File: config.mk
export PLATFORM = sky130hd
export DESIGN_NAME = status_packet_deframer
export DESIGN_NICKNAME = d
export VERILOG_FILES = /design/src/design/spd_pkg.sv /design/src/design/status_packet_deframer.sv
export SDC_FILE = /design/constraint.sdc
export NUM_CORES = 1
export LEC_CHECK = 0
export ABC_AREA = 1
export BUFFER_PORTS_ARGS = -buffer_cell sky130_fd_sc_hd__buf_2
export CAP_MARGIN = 20
export CORE_MARGIN = 2
export CORE_UTILIZATION = 30
export DETAILED_ROUTE_END_ITERATION = 10
export HOLD_SLACK_MARGIN = 0.15
export RECOVER_POWER = 50
export SYNTH_ARGS = -nofsm -noshare
export SYNTH_HDL_FRONTEND = slang
export SYNTH_SLANG_ARGS = --single-unit
File: constraint.sdc
create_clock -name clk -period 7.7 [get_ports clk]
set_input_delay 1.54 -clock clk [delete_from_list [all_inputs] [get_ports clk]]
set_output_delay 1.54 -clock clk [all_outputs]
set_load 0.005 [all_outputs]
File: src/design/spd_pkg.sv
// ============================================================================
// spd_pkg - shared types and constants of the status packet deframer
// Holds the sync byte values, payload offsets, bumper masks and the
// decoded status record.
// ============================================================================
package spd_pkg;

    localparam logic [7:0] SYNC_FIRST  = 8'hAA;
    localparam logic [7:0] SYNC_SECOND = 8'h55;

    // Packet offsets that are kept in the payload store.
    localparam int PAYLOAD_FIRST = 2;
    localparam int PAYLOAD_LAST  = 11;
    localparam int STORE_DEPTH   = PAYLOAD_LAST - PAYLOAD_FIRST + 1;

    // Packet offsets of the decoded fields.
    localparam int OFS_ENC_LEFT  = 2;
    localparam int OFS_ENC_RIGHT = 4;
    localparam int OFS_BAT_WIDTH = 6;
    localparam int OFS_BAT_PERIOD = 8;
    localparam int OFS_BUMPERS   = 10;
    localparam int OFS_MOTION    = 11;

    // Bumper bits in the flag byte; a bumper is pressed when its bit is clear.
    localparam logic [7:0] MASK_FRONT_LEFT  = 8'h01;
    localparam logic [7:0] MASK_FRONT_RIGHT = 8'h02;
    localparam logic [7:0] MASK_REAR_LEFT   = 8'h10;
    localparam logic [7:0] MASK_REAR_RIGHT  = 8'h20;

    typedef struct packed {
        logic signed [15:0] enc_left_delta;
        logic signed [15:0] enc_right_delta;
        logic [15:0]        battery_pulse_width;
        logic [15:0]        battery_pulse_period;
        logic               bumper_front_left;
        logic               bumper_front_right;
        logic               bumper_rear_left;
        logic               bumper_rear_right;
        logic [7:0]         motion_state;
    } status_t;

endpackage

File: src/design/status_packet_deframer.sv
// ============================================================================
// status_packet_deframer - sync hunt and status decode for a byte stream
// Finds the 0xAA 0x55 sync pair, gathers one fixed-length packet and emits
// one decoded status item on the last byte of every packet.
// ============================================================================
// Usage:
// The input channel (rx_byte, in_valid, in_stall) carries one received byte
// per item. The output channel (out_valid, out_stall and the status fields)
// carries one decoded status item per packet. An item moves on a rising
// edge where valid is high and stall is low.
// Throughput is one byte per cycle while in_stall is low: the sync tracker,
// position counter and field decode are a single short step between the
// accepted byte and the result register. When the last byte of a packet is
// accepted, its item is registered into the result register, or into the
// skid register if the result register is stalled. The two-entry output
// stage lets the block keep taking bytes while a finished item waits on
// out_stall. Only when both entries hold items does in_stall rise; it is
// driven from a register, so it never depends combinationally on out_stall.
// Reset puts the block into hunting for the first sync byte and empties
// both output entries. After lock, sync is never checked again; the block
// simply counts PACKET_BYTES bytes per packet.
// ============================================================================
module status_packet_deframer
    import spd_pkg::*;
#(
    parameter int PACKET_BYTES = 12
) (
    input  logic               clk,
    input  logic               rst_n,
    input  logic               in_valid,
    output logic               in_stall,
    input  logic [7:0]         rx_byte,
    output logic               out_valid,
    input  logic               out_stall,
    output logic signed [15:0] enc_left_delta,
    output logic signed [15:0] enc_right_delta,
    output logic [15:0]        battery_pulse_width,
    output logic [15:0]        battery_pulse_period,
    output logic               bumper_front_left,
    output logic               bumper_front_right,
    output logic               bumper_rear_left,
    output logic               bumper_rear_right,
    output logic [7:0]         motion_state
);

    // Wide enough for the last offset, PACKET_BYTES-1.
    localparam int POS_W = $clog2(PACKET_BYTES);
    localparam logic [POS_W-1:0] POS_LAST  = POS_W'(PACKET_BYTES - 1);
    localparam logic [POS_W-1:0] POS_START = POS_W'(PAYLOAD_FIRST);

    typedef enum logic [1:0] {
        PH_HUNT   = 2'd0,
        PH_EXPECT = 2'd1,
        PH_LOCKED = 2'd2
    } phase_t;

    phase_t            phase_reg, phase_next;
    logic [POS_W-1:0]  pos_reg, pos_next;
    logic [7:0]        store_reg [STORE_DEPTH];
    status_t           out_reg, out_next;
    logic              out_valid_reg, out_valid_next;
    status_t           skid_reg, skid_next;
    logic              skid_valid_reg, skid_valid_next;

    logic              in_fire;
    logic              out_fire;
    logic              last_byte;
    logic              produce;
    logic [7:0]        view [STORE_DEPTH];
    logic [7:0]        flags;
    status_t           result;

    assign in_fire  = in_valid & ~in_stall;
    assign out_fire = out_valid_reg & ~out_stall;
    assign in_stall = skid_valid_reg;

    assign last_byte = (phase_reg == PH_LOCKED) && (pos_reg == POS_LAST);
    assign produce   = in_fire & last_byte;

    // The packet as the result sees it: the store, with the byte being
    // accepted now standing in for its own entry (it may be the last one).
    always_comb
    begin
        for (int i = 0; i < STORE_DEPTH; i++)
        begin
            view[i] = store_reg[i];
            if ((phase_reg == PH_LOCKED) && (pos_reg == POS_W'(PAYLOAD_FIRST + i)))
            begin
                view[i] = rx_byte;
            end
        end
    end

    assign flags = view[OFS_BUMPERS - PAYLOAD_FIRST];

    always_comb
    begin
        result.enc_left_delta = {view[OFS_ENC_LEFT + 1 - PAYLOAD_FIRST],
                                 view[OFS_ENC_LEFT - PAYLOAD_FIRST]};
        result.enc_right_delta = {view[OFS_ENC_RIGHT + 1 - PAYLOAD_FIRST],
                                  view[OFS_ENC_RIGHT - PAYLOAD_FIRST]};
        result.battery_pulse_width = {view[OFS_BAT_WIDTH + 1 - PAYLOAD_FIRST],
                                      view[OFS_BAT_WIDTH - PAYLOAD_FIRST]};
        result.battery_pulse_period = {view[OFS_BAT_PERIOD + 1 - PAYLOAD_FIRST],
                                       view[OFS_BAT_PERIOD - PAYLOAD_FIRST]};
        result.bumper_front_left  = ((flags & MASK_FRONT_LEFT) == 8'h00);
        result.bumper_front_right = ((flags & MASK_FRONT_RIGHT) == 8'h00);
        result.bumper_rear_left   = ((flags & MASK_REAR_LEFT) == 8'h00);
        result.bumper_rear_right  = ((flags & MASK_REAR_RIGHT) == 8'h00);
        result.motion_state = view[OFS_MOTION - PAYLOAD_FIRST];
    end

    // Sync tracking and packet position.
    always_comb
    begin
        phase_next = phase_reg;
        pos_next   = pos_reg;
        if (in_fire)
        begin
            unique case (phase_reg)
                PH_EXPECT:
                begin
                    if (rx_byte == SYNC_SECOND)
                    begin
                        phase_next = PH_LOCKED;
                        pos_next   = POS_START;
                    end
                    else if (rx_byte != SYNC_FIRST)
                    begin
                        phase_next = PH_HUNT;
                    end
                end
                PH_LOCKED:
                begin
                    if (pos_reg == POS_LAST)
                    begin
                        pos_next = '0;
                    end
                    else
                    begin
                        pos_next = pos_reg + 1'b1;
                    end
                end
                default:
                begin
                    // Hunting, and the unused phase code behaves the same.
                    phase_next = (rx_byte == SYNC_FIRST) ? PH_EXPECT : PH_HUNT;
                end
            endcase
        end
    end

    // Output stage: the result register feeds the port, the skid register
    // catches an item that completes while the result register is stalled.
    always_comb
    begin
        out_next        = out_reg;
        out_valid_next  = out_valid_reg;
        skid_next       = skid_reg;
        skid_valid_next = skid_valid_reg;
        if (!out_valid_reg || out_fire)
        begin
            if (skid_valid_reg)
            begin
                out_next        = skid_reg;
                out_valid_next  = 1'b1;
                skid_valid_next = 1'b0;
            end
            else
            begin
                out_next       = result;
                out_valid_next = produce;
            end
        end
        else if (produce)
        begin
            skid_next       = result;
            skid_valid_next = 1'b1;
        end
    end

    always_ff @(posedge clk or negedge rst_n)
    begin
        if (!rst_n)
        begin
            phase_reg      <= PH_HUNT;
            pos_reg        <= '0;
            out_valid_reg  <= 1'b0;
            skid_valid_reg <= 1'b0;
        end
        else
        begin
            phase_reg      <= phase_next;
            pos_reg        <= pos_next;
            out_valid_reg  <= out_valid_next;
            skid_valid_reg <= skid_valid_next;
        end
    end

    // Payload registers, no reset needed.
    always_ff @(posedge clk)
    begin
        out_reg  <= out_next;
        skid_reg <= skid_next;
        if (in_fire)
        begin
            for (int i = 0; i < STORE_DEPTH; i++)
            begin
                if ((phase_reg == PH_LOCKED) && (pos_reg == POS_W'(PAYLOAD_FIRST + i)))
                begin
                    store_reg[i] <= rx_byte;
                end
            end
        end
    end

    assign out_valid            = out_valid_reg;
    assign enc_left_delta       = out_reg.enc_left_delta;
    assign enc_right_delta      = out_reg.enc_right_delta;
    assign battery_pulse_width  = out_reg.battery_pulse_width;
    assign battery_pulse_period = out_reg.battery_pulse_period;
    assign bumper_front_left    = out_reg.bumper_front_left;
    assign bumper_front_right   = out_reg.bumper_front_right;
    assign bumper_rear_left     = out_reg.bumper_rear_left;
    assign bumper_rear_right    = out_reg.bumper_rear_right;
    assign motion_state         = out_reg.motion_state;

    // The skid register only fills behind a full result register.
    a_skid_behind_out: assert property (@(posedge clk) disable iff (!rst_n)
        skid_valid_reg |-> out_valid_reg)
        else $error("skid entry held while result register is empty");

    // A packet that ends while the result register is stalled is kept.
    a_stalled_result_kept: assert property (@(posedge clk) disable iff (!rst_n)
        (produce && out_valid_reg && out_stall) |=> skid_valid_reg)
        else $error("completed status item dropped under stall");

    // The packet position never passes the last offset.
    a_pos_in_range: assert property (@(posedge clk) disable iff (!rst_n)
        (phase_reg == PH_LOCKED) |-> (pos_reg <= POS_LAST))
        else $error("packet position out of range");

endmodule

**Word-level counts from Yosys, hierarchy flattened**

Memories as Yosys holds them, arrays and structs flattened.
Index checks and enable logic that the tools add are counted.

- Bits in registers: 160
- Memory bits (writable): 80
- Input port bits: 12
- Output and inout bits: 78
- Logic and storage cells: 156
- Memories kept: 1

- Add/subtract/negate cells: 1
- Eq/ne operators: 17
- Mux-type cells: 78
- Bitwise gates (word level): 7
- Reduce and logical (&&, ||, !) cells: 30

Memories:

| name | words | bits a word | rd ports | clocked after memory_dff | wr ports | line | source |
|---|---|---|---|---|---|---|---|
| store_reg | 10 | 8 | 10 | 0 | 1 | status_packet_deframer.sv:59 | `logic [7:0] store_reg [STORE_DEPTH];` |

Operators by type and width:

| cell | number |
|---|---|
| 8-bit two-way mux | 18 |
| 76-bit two-way mux | 1 |
| 8-bit OR reduction | 9 |
| 4-bit two-way mux | 11 |
| 1-bit two-way mux | 43 |
| 8-bit zero test | 4 |
| 4-bit by 3-bit == test with 1-bit output, second input constant | 4 |
| 4-bit == test, second input constant | 4 |
| 1-bit logical AND | 10 |
| 4-bit by 2-bit == test with 1-bit output, second input constant | 2 |
| 8-bit by 7-bit == test with 1-bit output, second input constant | 1 |
| 8-bit == test, second input constant | 1 |
| 8-bit != test, second input constant | 1 |
| 4-bit one-hot mux with 2 select lines | 1 |
| 6-bit two-way mux | 1 |
| 3-bit AND reduction | 2 |
| 4-bit by 1-bit adder with 4-bit output, second input constant | 1 |
| 2-bit two-way mux | 2 |
| 1-bit NOT | 4 |
| 2-bit one-hot mux with 2 select lines | 1 |
| 2-bit nonzero test | 2 |
| 1-bit bitwise AND | 3 |
| 3-bit != test, second input constant | 1 |
| 2-bit by 1-bit == test with 1-bit output, second input constant | 1 |
| 5 further kinds | 5 |

**Longest topological paths before layout**

- Depth in word-level cells: 15
- Depth in mapped cells: 9
- Mapped depth without buffers: 9

**Worst setup path before layout**

No wires, ideal clock.

- Kind: input to register
- Start: input port out_stall
- End: register skid_reg[0] (netlist name) (enable)
- Library setup time: 0.510 ns
- Data arrival time: 6.657 ns
- Data required time: 7.190 ns
- Slack: 0.532 ns
- Stages on the path: 2
- Buffers on the path: 0
- Path through: nand2_1 -> nor2_1

- Cells in the longest elaborated chain, start to end: 5

Ends and longest elaborated chain:

| item | line | source |
|---|---|---|
| from (decl) | status_packet_deframer.sv:34 | `input logic out_stall,` |
| 1-bit NOT | status_packet_deframer.sv:74 | `assign out_fire = out_valid_reg & ~out_stall;` |
| 1-bit bitwise AND | status_packet_deframer.sv:74 |  |
| 1-bit logical OR | status_packet_deframer.sv:161 | `if (!out_valid_reg \|\| out_fire)` |
| 1-bit NOT (no line) | - |  |
| 2-bit AND reduction (no line) | - |  |
| to (signal assigned) | status_packet_deframer.sv:204 | `skid_reg <= skid_next;` |
| to (decl) | status_packet_deframer.sv:62 | `status_t skid_reg, skid_next;` |

Every way passes these cells.
A chain may end at the register's enable or synchronous reset.

**Worst setup path after layout**

- Start: input port out_stall
- End: register out_reg (netlist bit enc_left_delta[1]) (enable)

- Cells in the longest elaborated chain, start to end: 3

Ends and longest elaborated chain:

| item | line | source |
|---|---|---|
| 1-bit NOT | status_packet_deframer.sv:74 |  |
| 1-bit bitwise AND | status_packet_deframer.sv:74 |  |
| 1-bit logical OR | status_packet_deframer.sv:161 |  |
| to (signal assigned) | status_packet_deframer.sv:203 | `out_reg <= out_next;` |
| to (decl) | status_packet_deframer.sv:60 | `status_t out_reg, out_next;` |

Every way passes these cells.

==> flow_summary.json <==
{
  "status": "complete, but fails checks",
  "violations": "capacitance limit, slew limit",
  "dr.pass1.iters": 5,
  "design.die.area_mm2": 0.0334,
  "die_w_um": 183,
  "clock_latency_ns": 0.50,
  "hold_path_class": "flop to flop",
  "nets": 910,
  "seqPwrFrac": 0.525,
  "start_kind": "input port",
  "syn2layout_area_growth_pct": 17.1,
  "cts_resized": 0,
  "p_total_mw": 2.65,
  "synth_ff_type": "edfxtp_1",
  "rrSetupSlack_ns": 3.65,
  "numCtsBuffers": 22,
  "drv_slew": 79,
  "synth_top_area_frac": 0.714,
  "vias": 5673,
  "wl_per_cell_um": 15.1,
  "holdBufCountCts": 0,
  "syn_inst": 805,
  "ctsRootBufferMaster": "clkbuf_16",
  "rsz0062_at_grt": "no",
  "slew_headroom": -1.81,
  "yosysTopAreaCell": "edfxtp_1",
  "critPathCaptureType": "flop",
  "r2r_cells": 2,
  "vdd_drop_max_mv": 0.106,
  "placed_cell_area_mm2": 0.0105,
  "fin_crit_sh": 0.624,
  "synth-edff-count": 228,
  "drv_cap": 1,
  "gr-total-overflow": 0,
  "sw_frac_of_total": 0.182,
  "core-area_mm2": 0.0316,
  "fin_setup_tns_ns": 0,
  "reg2reg_to": "enc_left_delta[1]$_DFFE_PN_",
  "drive_gt1_frac": 0.204,
  "p_switching_uw": 483,
  "cts_tree": "done",
  "track_usage": 0.119,
  "dp_hpwl_mm": 12.3,
  "r2r_start": "out_valid$_DFFE_PN0N_",
  "synth_common_cells": "374 x nand2_1, 228 x edfxtp_1, 59 x nand2_2, 25 x nor2_1, 24 x o21ai_0",
  "cp-endpoint": "enc_left_delta[1]$_DFFE_PN_",
  "clkSinkCount": 236,
  "synthTopCellsByArea": "edfxtp_1 71%, nand2_1 15%, nand2_2 3.8%",
  "ant_nets": 0,
  "p_leak_nw": 4.59,
  "multiInputGateArea_mm2": 0.00226,
  "first_iter_violations": 472,
  "crit_required_ns": 7.70,
  "internal-power_mw": 2.17,
  "place.gp.congestion": 0.727,
  "initial_core_util": 0.304,
  "grt_pass1_wl_mm": 31.5,
  "worstSetupPathType": "input port to flop",
  "synth_area_mm2": 0.00959,
  "async_flop_share": 0.0339,
  "final_cell_area_mm2": 0.0112,
  "viasPerCell": 4.32,
  "diodes": 0,
  "wirelength_mm": 19.8,
  "num-fill-cells": 3073,
  "syn_nets": 821,
  "p_comb_frac": 0.009,
  "yosysSeqAreaShare": 0.735,
  "hold_violations": 0,
  "clock_power_share": 0.466,
  "cp_max_fo": 78,
  "clk_path_buf_depth": 3,
  "grt_max_degree": 81,
  "postSynthAreaPerCell_um2": 11.9,
  "yosys.cell_types.count": 28,
  "io_buffers": 89,
  "first_global_vias": 5541,
  "min-delay-start": "skid_reg[42]$_DFFE_PP_",
  "seq_area_mm2": 0.00705,
  "antenna_found_initial": 1,
  "cts_setup_buffers": 0,
  "die_y_um": 183,
  "setup_viol_count_final": 0,
  "power_density_mw_per_mm2": 236,
  "io-pin-count": 90,
  "drc_errors": 0,
  "worstSetupStartpoint": "out_stall",
  "arrival_ns": 4.81,
  "worstMarginPinSlew_ns": 4.21,
  "clk_pin_slew_ns": 0.06,
  "ys_seq_elements": 236,
  "yosysWarnings": 0,
  "clock_skew_ns": 0.0119,
  "synth.most_common_cell": "nand2_1",
  "rows": 65,
  "max_clock_freq_ghz": 0.208,
  "fin_crit_ns": 4.81,
  "h-tree-depth": 1
}
==> worst min-delay path by stage <==
stage / cells past startpoint / slack (ns) / end
floorplan: 2 / 0.49 / battery_pulse_period[13]$_DFFE_PN_
global placement: 2 / 0.50 / enc_right_delta[3]$_DFFE_PN_
detailed placement: 2 / 0.50 / enc_right_delta[3]$_DFFE_PN_
CTS: 2 / 0.52 / enc_right_delta[3]$_DFFE_PN_
global route: 2 / 0.54 / enc_left_delta[12]$_DFFE_PN_
finish: 2 / 0.51 / battery_pulse_width[14]$_DFFE_PN_
==> cells in the final DEF (no fill, tap or decap), drive strengths merged, types with 2 or more instances in the layout <==
| cell type | n |
|---|---|
| buf | 83 |
| bufinv | 6 |
| clkbuf | 38 |
| clkinv | 4 |
| clkinvlp | 2 |
| dfrtp | 8 |
| edfxtp | 228 |
| ha | 4 |
| inv | 25 |
| nand2 | 433 |
| nand3 | 10 |
| nor2 | 33 |
| o21ai | 29 |
| or2 | 3 |
==> layout make-up <==
type,instances,area share
Clock inverter,12,0.0197
Sequential cell,236,0.627
Multi-Input combinational cell,516,0.202
Clock buffer,28,0.0556
Timing Repair Buffer,93,0.0410
Tap cell,402,0.0448
Inverter,25,0.00991
==> critical path, stage by stage <==
cell and delay [ns]:
buf_2 0.10, nand2_1 0.13, clkbuf_1 2.96
==> kinds of logic after synthesis <==
family / after synthesis / synth area share
adder cells (fa/ha/maj): 4 / 0.00522
flip-flops: 236 / 0.735
buffers and inverters: 53 / 0.0252
AND/OR/NAND/NOR: 482 / 0.219
AO/OA/AOI/OAI: 29 / 0.0151
XOR/XNOR: 1 / 0.000913
==> layer usage <==
metal / track usage / vias to the layer above / routed length (um)
li1: - / 2846 / -
met3: 0.0210 / 19 / 1110
met2: 0.188 / 138 / 8910
met1: 0.170 / 2668 / 9450
met4: 0.0307 / 2 / 281
met5: 0 / - / 13
==> metrics by stage <==
| stage | hold slack [ns] | util | setup slack [ns] | std cells |
|---|---|---|---|---|
| after floorplan | 0.491 | - | 0.532 | 805 |
| after global placement | 0.501 | 0.331 | 3.90 | 1272 |
| after detailed placement | 0.501 | 0.331 | 3.85 | 1272 |
| after CTS | 0.517 | 0.358 | 4.34 | 1312 |
| after global routing | 0.539 | 0.356 | 2.47 | 1312 |
| final | 0.510 | 0.356 | 2.89 | 1312 |
==> power by group through the flow <==
stage,registers [mW],logic (mW),clock network [mW]
finish,1.39,0.0244,1.24
global route,1.39,0.0273,1.31
CTS,1.39,0.0259,1.26
detailed placement,1.42,0.0257,0
global placement,1.42,0.0253,0
floorplan,1.42,0.00817,0
No activity file was read; power rests on OpenSTA's default activity.
